$ cat config.mk
export PLATFORM = sky130hd
export DESIGN_NAME = sample_stream_statistics
export DESIGN_NICKNAME = d
export VERILOG_FILES = /design/src/hdl/sss_pkg.sv /design/src/hdl/sample_stream_statistics.sv /design/src/hdl/sss_front.sv /design/src/hdl/sss_back.sv
export VERILOG_INCLUDE_DIRS = /design/src /design/src/hdl
export SDC_FILE = /design/constraint.sdc
export NUM_CORES = 1
export LEC_CHECK = 0
export BUFFER_PORTS_ARGS = -buffer_cell sky130_fd_sc_hd__buf_2
export CORE_ASPECT_RATIO = 0.8
export CORE_MARGIN = 10
export CORE_UTILIZATION = 32
export CTS_CLUSTER_DIAMETER = 200
export CTS_CLUSTER_SIZE = 10
export DETAILED_ROUTE_END_ITERATION = 12
export SYNTH_ARGS = -nofsm -noshare
export SYNTH_HDL_FRONTEND = slang
export SYNTH_SLANG_ARGS = --single-unit
$ cat constraint.sdc
create_clock -name clk -period 22.4 [get_ports clk]
set_input_delay 1.12 -clock clk [delete_from_list [all_inputs] [get_ports clk]]
set_output_delay 1.12 -clock clk [all_outputs]
set_load 0.05 [all_outputs]
$ cat src/hdl/sample_stream_statistics_macros.svh
// assertion helpers shared by the statistics block
`ifndef SAMPLE_STREAM_STATISTICS_MACROS_SVH
`define SAMPLE_STREAM_STATISTICS_MACROS_SVH

// same-cycle implication, checked out of reset
`define SSS_ASSERT_IMPL(lbl, ante, cons, msg) \
  lbl: assert property (@(posedge clk) disable iff (!rst_n) (ante) |-> (cons)) \
    else $error(msg);

// next-cycle implication, checked out of reset
`define SSS_ASSERT_NEXT(lbl, ante, cons, msg) \
  lbl: assert property (@(posedge clk) disable iff (!rst_n) (ante) |=> (cons)) \
    else $error(msg);

`endif

$ cat src/hdl/sss_pkg.sv
package sss_pkg;

  // saturation limits of the counters, indices and sum
  localparam int unsigned CNT_MAX = 32'h1F_FFFF;
  localparam int unsigned IDX_MAX = 32'h0F_FFFF;
  localparam int unsigned SUM_MAX = 32'h0FFF_FFFF;

  // default sequence length cap
  localparam int unsigned MAX_SAMPLES_DEF = 1048576;

  // reset value of the near-zero limit
  localparam logic [7:0] NEAR_ZERO_RST = 8'd2;

  // clip levels
  localparam logic signed [7:0] CLIP_HI = 8'sd127;
  localparam logic signed [7:0] CLIP_LO = -8'sd128;

  // depth of the queue between front and back
  localparam int unsigned Q_DEPTH = 2;
  localparam int unsigned Q_AW    = (Q_DEPTH > 1) ? $clog2(Q_DEPTH) : 1;
  localparam int unsigned Q_CW    = $clog2(Q_DEPTH + 1);

  typedef struct packed {
    logic signed [7:0] sample;
    logic              last;
  } in_item_t;

  typedef struct packed {
    logic signed [7:0] min_value;
    logic signed [7:0] max_value;
    logic [27:0]       abs_sum;
    logic [20:0]       near_zero_count;
    logic [20:0]       clipped_count;
    logic [20:0]       sample_total;
    logic signed [7:0] run_value;
    logic [19:0]       run_start;
    logic [19:0]       run_end;
  } out_item_t;

  // classified sample as held in the queue
  typedef struct packed {
    logic signed [7:0] sample;
    logic [7:0]        mag;
    logic              near_zero;
    logic              clipped;
    logic              last;
  } cls_item_t;

  // front to back link
  typedef struct packed {
    logic      valid;
    cls_item_t item;
  } fe_link_t;

endpackage

$ cat src/hdl/sample_stream_statistics.sv
// channel  | direction | handshake            | payload
// ---------+-----------+----------------------+---------------------------------
// in_      | input     | in_valid / in_ready   | in_data   (sample, last)
// out_     | output    | out_valid / out_ready | out_data  (one result per sequence)
// cfg_     | input     | cfg_valid / cfg_ready | cfg_data  (near-zero limit)
//
// one sample per cycle sustained while no last sample waits for an untaken result;
// a sample is held in the queue before the statistics update, which also loads a last
// sample's result onto out_; throughput is set by that update fed from a two-entry queue
// rst_n clears all statistics, the queue and the result slot; the limit returns to 2
// a last sample waits in the queue while an earlier result is still untaken
// once the queue holds two samples in_ready drops until one moves on

module sample_stream_statistics #(
  parameter int unsigned MAX_SAMPLES = sss_pkg::MAX_SAMPLES_DEF
) (
  input  logic               clk,
  input  logic               rst_n,
  input  logic               in_valid,
  output logic               in_ready,
  input  sss_pkg::in_item_t  in_data,
  output logic               out_valid,
  input  logic               out_ready,
  output sss_pkg::out_item_t out_data,
  input  logic               cfg_valid,
  output logic               cfg_ready,
  input  logic [7:0]         cfg_data
);

  sss_pkg::fe_link_t link;
  logic              be_ready;

  // accept and classify
  sss_front u_front (
    .clk       (clk),
    .rst_n     (rst_n),
    .in_valid  (in_valid),
    .in_ready  (in_ready),
    .in_data   (in_data),
    .cfg_valid (cfg_valid),
    .cfg_ready (cfg_ready),
    .cfg_data  (cfg_data),
    .link      (link),
    .be_ready  (be_ready)
  );

  // statistics and result
  sss_back #(
    .MAX_SAMPLES (MAX_SAMPLES)
  ) u_back (
    .clk       (clk),
    .rst_n     (rst_n),
    .link      (link),
    .be_ready  (be_ready),
    .out_valid (out_valid),
    .out_ready (out_ready),
    .out_data  (out_data)
  );

endmodule

$ cat src/hdl/sss_front.sv
`include "sample_stream_statistics_macros.svh"

module sss_front (
  input  logic              clk,
  input  logic              rst_n,
  input  logic              in_valid,
  output logic              in_ready,
  input  sss_pkg::in_item_t in_data,
  input  logic              cfg_valid,
  output logic              cfg_ready,
  input  logic [7:0]        cfg_data,
  output sss_pkg::fe_link_t link,
  input  logic              be_ready
);

  localparam logic [sss_pkg::Q_CW-1:0] Q_CW_FULL = sss_pkg::Q_CW'(sss_pkg::Q_DEPTH);
  localparam logic [sss_pkg::Q_AW-1:0] Q_LAST    = sss_pkg::Q_AW'(sss_pkg::Q_DEPTH - 1);

  logic [7:0]                limit_r;
  logic [7:0]                limit_nxt;
  sss_pkg::cls_item_t        q_mem [sss_pkg::Q_DEPTH];
  logic [sss_pkg::Q_AW-1:0]  wr_ptr_r, wr_ptr_nxt;
  logic [sss_pkg::Q_AW-1:0]  rd_ptr_r, rd_ptr_nxt;
  logic [sss_pkg::Q_CW-1:0]  cnt_r, cnt_nxt;
  sss_pkg::cls_item_t        cls;
  logic                      q_valid;
  logic                      push;
  logic                      pop;

  // configuration register, always writable
  assign cfg_ready = 1'b1;
  assign limit_nxt = (cfg_valid && cfg_ready) ? cfg_data : limit_r;

  always_ff @(posedge clk) begin
    if (!rst_n) begin
      limit_r <= sss_pkg::NEAR_ZERO_RST;
    end else begin
      limit_r <= limit_nxt;
    end
  end

  // classify the incoming sample
  always_comb begin
    cls.sample    = in_data.sample;
    cls.mag       = in_data.sample[7] ? (~in_data.sample + 8'd1) : in_data.sample;
    cls.near_zero = (cls.mag <= limit_r);
    cls.clipped   = (in_data.sample == sss_pkg::CLIP_HI) ||
                    (in_data.sample == sss_pkg::CLIP_LO);
    cls.last      = in_data.last;
  end

  // queue control
  assign in_ready = (cnt_r != Q_CW_FULL);
  assign q_valid  = (cnt_r != '0);
  assign push     = in_valid && in_ready;
  assign pop      = q_valid && be_ready;
  assign link     = {q_valid, q_mem[rd_ptr_r]};

  always_comb begin
    wr_ptr_nxt = wr_ptr_r;
    rd_ptr_nxt = rd_ptr_r;
    cnt_nxt    = cnt_r;
    if (push) begin
      wr_ptr_nxt = (wr_ptr_r == Q_LAST) ? '0 : wr_ptr_r + 1'b1;
    end
    if (pop) begin
      rd_ptr_nxt = (rd_ptr_r == Q_LAST) ? '0 : rd_ptr_r + 1'b1;
    end
    if (push && !pop) begin
      cnt_nxt = cnt_r + 1'b1;
    end else if (pop && !push) begin
      cnt_nxt = cnt_r - 1'b1;
    end
  end

  always_ff @(posedge clk) begin
    if (!rst_n) begin
      wr_ptr_r <= '0;
      rd_ptr_r <= '0;
      cnt_r    <= '0;
    end else begin
      wr_ptr_r <= wr_ptr_nxt;
      rd_ptr_r <= rd_ptr_nxt;
      cnt_r    <= cnt_nxt;
    end
  end

  // queue storage
  always_ff @(posedge clk) begin
    if (push) begin
      q_mem[wr_ptr_r] <= cls;
    end
  end

  `SSS_ASSERT_IMPL(a_q_bound, 1'b1, cnt_r <= Q_CW_FULL, "queue fill beyond depth")
  `SSS_ASSERT_NEXT(a_q_grow, push && !pop, cnt_r == $past(cnt_r) + 1'b1, "queue fill skipped")

endmodule

$ cat src/hdl/sss_back.sv
`include "sample_stream_statistics_macros.svh"

module sss_back #(
  parameter int unsigned MAX_SAMPLES = sss_pkg::MAX_SAMPLES_DEF
) (
  input  logic               clk,
  input  logic               rst_n,
  input  sss_pkg::fe_link_t  link,
  output logic               be_ready,
  output logic               out_valid,
  input  logic               out_ready,
  output sss_pkg::out_item_t out_data
);

  localparam logic [20:0] CAP = 21'((MAX_SAMPLES < sss_pkg::CNT_MAX) ?
                                    MAX_SAMPLES : sss_pkg::CNT_MAX);
  localparam logic [20:0] CNT_CAP = 21'(sss_pkg::CNT_MAX);
  localparam logic [19:0] IDX_CAP = 20'(sss_pkg::IDX_MAX);
  localparam logic [27:0] SUM_CAP = 28'(sss_pkg::SUM_MAX);

  logic [20:0]        count_r, count_nxt;
  logic signed [7:0]  min_r, min_nxt;
  logic signed [7:0]  max_r, max_nxt;
  logic [27:0]        abs_sum_r, abs_sum_nxt;
  logic [20:0]        nz_r, nz_nxt;
  logic [20:0]        clip_r, clip_nxt;
  logic signed [7:0]  prev_r, prev_nxt;
  logic [19:0]        cur_start_r, cur_start_nxt;
  logic [19:0]        cur_len_r, cur_len_nxt;
  logic [19:0]        best_start_r, best_start_nxt;
  logic [19:0]        best_len_r, best_len_nxt;
  logic [19:0]        best_end_r, best_end_nxt;
  logic signed [7:0]  best_val_r, best_val_nxt;
  logic               out_valid_r, out_valid_nxt;
  sss_pkg::out_item_t out_data_r, out_data_nxt;

  sss_pkg::cls_item_t it;
  logic               pop;
  logic               first;
  logic [19:0]        idx;
  logic [28:0]        sum_w;
  logic [20:0]        end_w;

  // a last sample needs a free output slot, others never wait
  assign it       = link.item;
  assign be_ready = !it.last || !out_valid_r || out_ready;
  assign pop      = link.valid && be_ready;

  assign first = (count_r == '0);
  assign idx   = (count_r > 21'(IDX_CAP)) ? IDX_CAP : count_r[19:0];
  assign sum_w = {1'b0, abs_sum_r} + 29'(it.mag);

  // statistics update
  always_comb begin
    count_nxt      = count_r;
    min_nxt        = min_r;
    max_nxt        = max_r;
    abs_sum_nxt    = abs_sum_r;
    nz_nxt         = nz_r;
    clip_nxt       = clip_r;
    prev_nxt       = prev_r;
    cur_start_nxt  = cur_start_r;
    cur_len_nxt    = cur_len_r;
    best_start_nxt = best_start_r;
    best_len_nxt   = best_len_r;
    best_end_nxt   = best_end_r;
    best_val_nxt   = best_val_r;
    end_w          = '0;
    out_data_nxt   = out_data_r;
    out_valid_nxt  = out_valid_r;

    if (out_ready) begin
      out_valid_nxt = 1'b0;
    end

    if (pop) begin
      // extremes and longest equal run
      if (first) begin
        min_nxt        = it.sample;
        max_nxt        = it.sample;
        best_val_nxt   = it.sample;
        best_start_nxt = '0;
        best_len_nxt   = '0;
        best_end_nxt   = '0;
        cur_start_nxt  = '0;
        cur_len_nxt    = '0;
      end else begin
        if (it.sample < min_r) begin
          min_nxt = it.sample;
        end
        if (it.sample > max_r) begin
          max_nxt = it.sample;
        end
        if (it.sample == prev_r) begin
          cur_len_nxt = (cur_len_r < IDX_CAP) ? cur_len_r + 1'b1 : IDX_CAP;
          if (cur_len_nxt > best_len_r) begin
            end_w          = {1'b0, cur_start_r} + {1'b0, cur_len_nxt};
            best_len_nxt   = cur_len_nxt;
            best_start_nxt = cur_start_r;
            best_val_nxt   = it.sample;
            best_end_nxt   = end_w[20] ? IDX_CAP : end_w[19:0];
          end
        end else begin
          cur_start_nxt = idx;
          cur_len_nxt   = '0;
        end
      end

      // saturating sums and tallies
      abs_sum_nxt = sum_w[28] ? SUM_CAP : sum_w[27:0];
      if (it.near_zero) begin
        nz_nxt = (nz_r < CNT_CAP) ? nz_r + 1'b1 : CNT_CAP;
      end
      if (it.clipped) begin
        clip_nxt = (clip_r < CNT_CAP) ? clip_r + 1'b1 : CNT_CAP;
      end
      prev_nxt  = it.sample;
      count_nxt = (count_r < CAP) ? count_r + 1'b1 : CAP;

      // end of sequence: load the result and clear
      if (it.last) begin
        out_valid_nxt                = 1'b1;
        out_data_nxt.min_value       = min_nxt;
        out_data_nxt.max_value       = max_nxt;
        out_data_nxt.abs_sum         = abs_sum_nxt;
        out_data_nxt.near_zero_count = nz_nxt;
        out_data_nxt.clipped_count   = clip_nxt;
        out_data_nxt.sample_total    = count_nxt;
        out_data_nxt.run_value       = best_val_nxt;
        out_data_nxt.run_start       = best_start_nxt;
        out_data_nxt.run_end         = best_end_nxt;
        count_nxt      = '0;
        min_nxt        = '0;
        max_nxt        = '0;
        abs_sum_nxt    = '0;
        nz_nxt         = '0;
        clip_nxt       = '0;
        prev_nxt       = '0;
        cur_start_nxt  = '0;
        cur_len_nxt    = '0;
        best_start_nxt = '0;
        best_len_nxt   = '0;
        best_end_nxt   = '0;
        best_val_nxt   = '0;
      end
    end
  end

  always_ff @(posedge clk) begin
    if (!rst_n) begin
      count_r      <= '0;
      min_r        <= '0;
      max_r        <= '0;
      abs_sum_r    <= '0;
      nz_r         <= '0;
      clip_r       <= '0;
      prev_r       <= '0;
      cur_start_r  <= '0;
      cur_len_r    <= '0;
      best_start_r <= '0;
      best_len_r   <= '0;
      best_end_r   <= '0;
      best_val_r   <= '0;
      out_valid_r  <= 1'b0;
    end else begin
      count_r      <= count_nxt;
      min_r        <= min_nxt;
      max_r        <= max_nxt;
      abs_sum_r    <= abs_sum_nxt;
      nz_r         <= nz_nxt;
      clip_r       <= clip_nxt;
      prev_r       <= prev_nxt;
      cur_start_r  <= cur_start_nxt;
      cur_len_r    <= cur_len_nxt;
      best_start_r <= best_start_nxt;
      best_len_r   <= best_len_nxt;
      best_end_r   <= best_end_nxt;
      best_val_r   <= best_val_nxt;
      out_valid_r  <= out_valid_nxt;
    end
  end

  // result register
  always_ff @(posedge clk) begin
    out_data_r <= out_data_nxt;
  end

  assign out_valid = out_valid_r;
  assign out_data  = out_data_r;

  `SSS_ASSERT_IMPL(a_min_max, count_r != '0, min_r <= max_r, "running minimum above maximum")
  `SSS_ASSERT_IMPL(a_best_run, 1'b1, best_len_r >= cur_len_r, "current run longer than best")
  `SSS_ASSERT_IMPL(a_run_span, 1'b1, best_end_r >= best_start_r, "best run ends before it starts")
  `SSS_ASSERT_NEXT(a_clear, pop && it.last, count_r == '0 && out_valid_r, "sequence not closed")

endmodule

# Word-level counts from Yosys, hierarchy flattened
# Memory sizes are Yosys's and may differ from the RTL's. A register that Yosys moved wholly into a read port is not among the register bits.
# Cells that the tools add are included.
[classes]
add_sub_neg = 11
mul = 0
div_mod_pow = 0
order_cmp = 9
n_eq_ne = 5
shifts = 0
mux = 54
n_bitwise = 1
reduce_logical = 19
[ops]
columns = ["operator", "n"]
rows = [
  ["20-bit two-way mux", 21],
  ["21-bit two-way mux", 8],
  ["8-bit two-way mux", 12],
  ["21-bit by 1-bit adder with 21-bit output, second input constant", 3],
  ["21-bit < comparator, second input constant", 3],
  ["28-bit two-way mux", 2],
  ["28-bit by 8-bit adder with 29-bit output", 1],
  ["20-bit by 20-bit adder with 21-bit output", 1],
  ["21-bit by 20-bit > comparator with 1-bit output, second input constant", 1],
  ["21-bit logical NOT", 1],
  ["20-bit by 1-bit adder with 20-bit output, second input constant", 1],
  ["20-bit > comparator", 1],
  ["20-bit < comparator, second input constant", 1],
  ["8-bit equality test, second input constant", 2],
  ["1-bit two-way mux", 9],
  ["8-bit by 1-bit adder with 8-bit output, second input constant", 1],
  ["8-bit equality test", 1],
  ["8-bit > comparator", 1],
  ["8-bit <= comparator", 1],
  ["8-bit < comparator", 1],
  ["8-bit inverter", 1],
  ["3-bit nonzero test", 2],
  ["1-bit logical AND", 4],
  ["1-bit logical NOT", 4],
  ["10 further kinds", 16],
]
[totals]
reg_bits = 391
latch_bits = 0
ramBits = 38
romBits = 0
output_inout_bits = 158
memories = 1
[mem_list]
columns = ["name", "depth", "width", "read_ports", "rd_clocked_by_memory_dff", "wr", "line", "source"]
rows = [
  ["u_front.q_mem", 2, 19, 1, 1, 1, "sss_front.sv:21", "sss_pkg::cls_item_t q_mem [sss_pkg::Q_DEPTH];"],
]

# Logic depth before layout (Yosys ltp)
[logic_depth]
depth_word = 8
depth_mapped = 19
mapped_depth_nobuf = 16

# Cells and area by module
# A second synthesis with hierarchy kept.
[unflattened]
hier_cells = 2065
area_unflattened_um2 = 20815.0
[modules_own_cells]
columns = ["mod", "instances", "cells_per_inst", "area_per_inst_um2"]
rows = [
  ["sss_back", 1, 1902, 18600.3],
  ["sss_front", 1, 163, 2214.6],
]

# Least setup slack after synthesis
# OpenSTA, ideal clock, no wires.
[synth_timing]
path_type = "in2reg"
start = "input port out_ready"
end = "register u_back.out_data_r, in the netlist u_back.out_data[0] (enable)"
setup_time_ps = 674
arrival_time_ps = 8316
required_time_ps = 21726
setup_slack_ps = 13410
path_stages = 6
n_path_buf = 1
cell_sequence = "nand2b_1 nor2_1 nor2_1 inv_1 clkbuf_1 nor2_1"
[synth_via]
elab_chain_cells = 3
[synth_rtl]
columns = ["element", "line", "source"]
rows = [
  ["from (decl)", "sample_stream_statistics.sv:23", "input logic out_ready,"],
  ["1-bit logical OR", "sss_back.sv:46", "assign be_ready = !it.last || !out_valid_r || out_ready;"],
  ["1-bit logical AND", "sss_back.sv:47", "assign pop = link.valid && be_ready;"],
  ["2-bit AND reduction (no line)", "-", ""],
  ["to (signal assigned)", "sss_back.sv:185", "out_data_r <= out_data_nxt;"],
  ["to (decl)", "sss_back.sv:35", "sss_pkg::out_item_t out_data_r, out_data_nxt;"],
]
# No other way between the ends.
# A chain may end at the register's enable or synchronous reset.

# Final worst setup path
[layout_timing]
start = "register u_back.cur_len_r[0]"
end = "register u_back.best_end_r[19]"
[layout_via]
elab_chain_cells = 8
word_cells_on_any_way = 10
cone_classes = "2 x add/sub; 2 x order compare; 6 x mux"
[layout_rtl]
columns = ["element", "line", "source"]
rows = [
  ["from (decl)", "sss_back.sv:29", "logic [19:0] cur_len_r, cur_len_nxt;"],
  ["from (signal assigned)", "sss_back.sv:174", "cur_len_r <= cur_len_nxt;"],
  ["20-bit by 1-bit adder with 20-bit output / 20-bit < comparator (equally long branches)", "sss_back.sv:95", "cur_len_nxt = (cur_len_r < IDX_CAP) ? cur_len_r + 1'b1 : IDX_CAP;"],
  ["20-bit two-way mux *", "sss_back.sv:95", ""],
  ["20-bit by 20-bit adder with 21-bit output", "sss_back.sv:97", "end_w = {1'b0, cur_start_r} + {1'b0, cur_len_nxt};"],
  ["20-bit two-way mux", "sss_back.sv:101", "best_end_nxt = end_w[20] ? IDX_CAP : end_w[19:0];"],
  ["20-bit two-way mux *", "sss_back.sv:96", "if (cur_len_nxt > best_len_r) begin"],
  ["20-bit two-way mux *", "sss_back.sv:94", "if (it.sample == prev_r) begin"],
  ["20-bit two-way mux *", "sss_back.sv:78", "if (first) begin"],
  ["20-bit two-way mux *", "sss_back.sv:121", "if (it.last) begin"],
  ["to (signal assigned)", "sss_back.sv:177", "best_end_r <= best_end_nxt;"],
  ["to (decl)", "sss_back.sv:32", "logic [19:0] best_end_r, best_end_nxt;"],
]
# Mark *: on every way between the ends. The rest lies on a longest branch, timed or not.

==> results.yml <==
placed_design:
  place_inst: 2945
  pre_cts_slack_ps: 16980
  port_buffers: 178
  place_congestion: 0.892
  dp.final_hpwl_um: 39100
critical_path:
  path_buf_inv: 1
  cpPeakStageDelay_ps: 720
  critPathMaxFanout: 60
  crit_slowest_cell: "or3_1"
  crit_arrival_ps: 5980
  path_delay_family: "simple AND/OR/NAND/NOR gates"
  critical_path_class: "reg -> reg"
  reg2reg_from: "u_back.cur_len_r[0]"
  crit_top_cell: "ha_1"
  required_ps: 22850
  crit_path_start: "u_back.cur_len_r[0]"
  end_kind: "register"
  crit_path_start_kind: "register"
  crit_chain: "ha_1, and3_1, nand3_1, or3_1, o21ai_0, ha_1, and4_1, nor4bb_1, a2111oi_0, a221oi_4, buf_4, a21boi_1, a31oi_1, o22a_1"
timing:
  fin_setup_tns_ps: 0
  hold_viol: 0
  setup_viol: 0
  max_freq_mhz: 181
  tightest_slew_ps: 1190
  rsz0062_at_grt: "no"
  max-slew-margin-rel_pct: 20.1
  min_period_ps: 5520
  setup_ws_ps: 16880
  drv_slew: 0
  finalClockSkew_ps: 33.3
  period_share_pct: 24.7
cts:
  hold_buffers: 0
  cts.clk_slew.worst_paths_ps: 60
  clkSinkCount: 428
  cts_root_buffer: "clkbuf_16"
  htreeDepth: 2
  clockBufferDepth: 3
  cts_tree: "built"
  post-cts-setup-buffers: 0
  post_cts_resize_count: 0
  insertion_delay_ps: 580
  cts_buffers: 48
synthesis:
  synth_flop_cell: "dfxtp_1"
  yosys_warnings: 0
  synth_edf_count: 191
  synth_seq_cells: 428
  synth_cell_types: 74
  async_flop_share_pct: 0
  synth.cell_area_um2: 20300
  synthTopCellsByCount: "dfxtp_1, edfxtp_1, nor2_1"
  yosysMostFrequentCell: "dfxtp_1"
  syn_inst: 2008
  syn_area_per_cell_um2: 10.1
  synth_top_area_share_pct: 28.2
  seq_area_frac_synth_pct: 51.6
  yosys-top-cells-area: "edfxtp_1, dfxtp_1, ha_1"
  synth_nets: 2111
  synth_top_area_cell: "edfxtp_1"
final_layout:
  register_area_um2: 10500
  area_delta_synth_final_pct: 15.2
  fin_util_pct: 37.3
  multi_input_area_um2: 9110
  fin_cells: 3031
  layout-drive-gt1-share_pct: 12.9
  nets: 2258
  n_fill_cell: 6222
grt:
  grt_pass1_wl_um: 86400
  overflow: 0
  antenna_found_initial: 7
  grt_util_all_layers_pct: 14.5
  grt_pass1_vias: 15000
  grt_max_degree: 75
route:
  wl_per_cell_um: 18.6
  drc_errors: 0
  drt_iter0_drc: 1155
  routed-wl-met2_um: 24500
  wirelength_met1_um: 27000
  vias: 15800
  wl_met3_um: 3640
  drtPass1Iterations: 5
  drt-total-wl_um: 56300
  via_per_inst: 5.20
  top_layer: "met5"
  ant_nets: 0
die:
  num_rows: 82
  core_um2: 62800
  initial_core_util_pct: 32.4
  die_area_um2: 74000
  fp.dieH_um: 245
  die-width_um: 302
  pin_count: 180
power:
  leakagePower_uw: 0.00898
  vdd_ir_drop_max_uv: 108
  p_per_area_nw_per_um2: 125
status:
  outcome: "finished clean"
hold_path:
  hold_path.class: "reg -> reg"
  min_from: "u_back.best_end_r[4]"
flow_run:
  drv_cap: 0
-- path summary, 6_finish.rpt --
path,end,slack (ps),cells past startpoint
hold / removal,u_back.best_end_r[4],450,2
setup reg to reg,u_back.best_end_r[19],16880,14
hold reg to reg,u_back.best_end_r[4],450,2
setup / recovery,u_back.best_end_r[19],16880,14
-- routing by layer --
layer,up-vias,global-route usage (%)
met1,7638,20.7
met5,-,0
met2,458,21.6
met3,83,3.28
li1,7584,-
met4,8,4.18
-- cells by family after synthesis --
logic type | share of synthesized area [%]
AND/OR/NAND/NOR | 15.3
AO/OA/AOI/OAI | 17.4
flip-flops | 51.6
buffers and inverters | 3.76
XOR/XNOR | 3.84
adder cells (fa/ha/maj) | 5.06
multiplexers | 3.07
other | 0.0185
-- through the flow --
stage                     cell area (um2)  power (uW)  hold slack (ps)
after global placement              22000        2220              434
final                               23400        2930              449
after global routing                23400        3070              466
after CTS                           23400        2970              449
after floorplan                     20300        1950              427
after detailed placement            22000        2230              441
-- layout make-up --
type,count,area share (%)
Clock inverter,1,0.0855
Tap cell,840,4.49
Inverter,90,1.44
Timing Repair Buffer,199,4.48
Clock buffer,82,5.81
Antenna cell,3,0.0321
Multi-Input combinational cell,1388,38.9
Sequential cell,428,44.7
-- power by group --
group / internal, uW / switching [uW]
clock: 409 / 316
combinational: 221 / 880
sequential: 1040 / 65.3
-- worst reg2reg max path, stage by stage (launching register included) --
cell and delay (ps):
dfxtp_1 400, ha_1 260, and3_1 250, nand3_1 280, or3_1 730, o21ai_0 310
ha_1 210, and4_1 220, nor4bb_1 530, a2111oi_0 340, a221oi_4 440, buf_4 650
a21boi_1 410, a31oi_1 130, o22a_1 240
-- flip-flops by register name (all words and copies together) (netlist names), 8 cells and up, named ones only --
register             flops
u_back.nz_r             21
u_back.clip_r           21
u_back.best_start_r     20
u_back.best_end_r       20
u_front.q_mem           36
u_back.min_r             8
u_front.limit_r          8
u_back.abs_sum_r        28
u_back.count_r          21
u_back.out_data        155
u_back.best_val_r        8
u_back.best_len_r       20
u_back.max_r             8
u_back.cur_start_r      20
u_back.prev_r            8
u_back.cur_len_r        20
-- placed cells by master (no fill, tap or decap), types with 8 or more instances in the layout --
| master | Yosys | layout |
|---|---|---|
| a22o_1 | 72 | 72 |
| nor2_1 | 177 | 174 |
| mux2_2 | 9 | 9 |
| dfxtp_1 | 237 | 237 |
| clkbuf_1 | 70 | 32 |
| and4_1 | 10 | 10 |
| nor4_1 | 9 | 9 |
| a21o_1 | 24 | 24 |
| nand2b_1 | 21 | 21 |
| o21ai_0 | 99 | 98 |
| buf_4 | 4 | 21 |
| o21ai_1 | 31 | 31 |
| or3_1 | 8 | 8 |
| and3_1 | 33 | 33 |
| o21a_1 | 18 | 18 |
| xnor2_1 | 45 | 45 |
| o2bb2ai_1 | 37 | 37 |
| nand4_1 | 23 | 23 |
| and2_1 | 14 | 14 |
| nand2_1 | 162 | 162 |
| xor2_1 | 44 | 44 |
| a22oi_1 | 63 | 63 |
| nand3_1 | 67 | 67 |
| nor3_1 | 13 | 13 |
| o31ai_1 | 9 | 9 |
| a21oi_1 | 90 | 90 |
| ha_1 | 79 | 79 |
| edfxtp_1 | 191 | 191 |
| clkbuf_16 | 0 | 49 |
| inv_1 | 90 | 89 |
| buf_2 | 17 | 178 |
| a211oi_1 | 19 | 19 |
| nor2b_1 | 85 | 84 |
| mux2i_1 | 43 | 43 |
(Power assumes the default switching activity.)
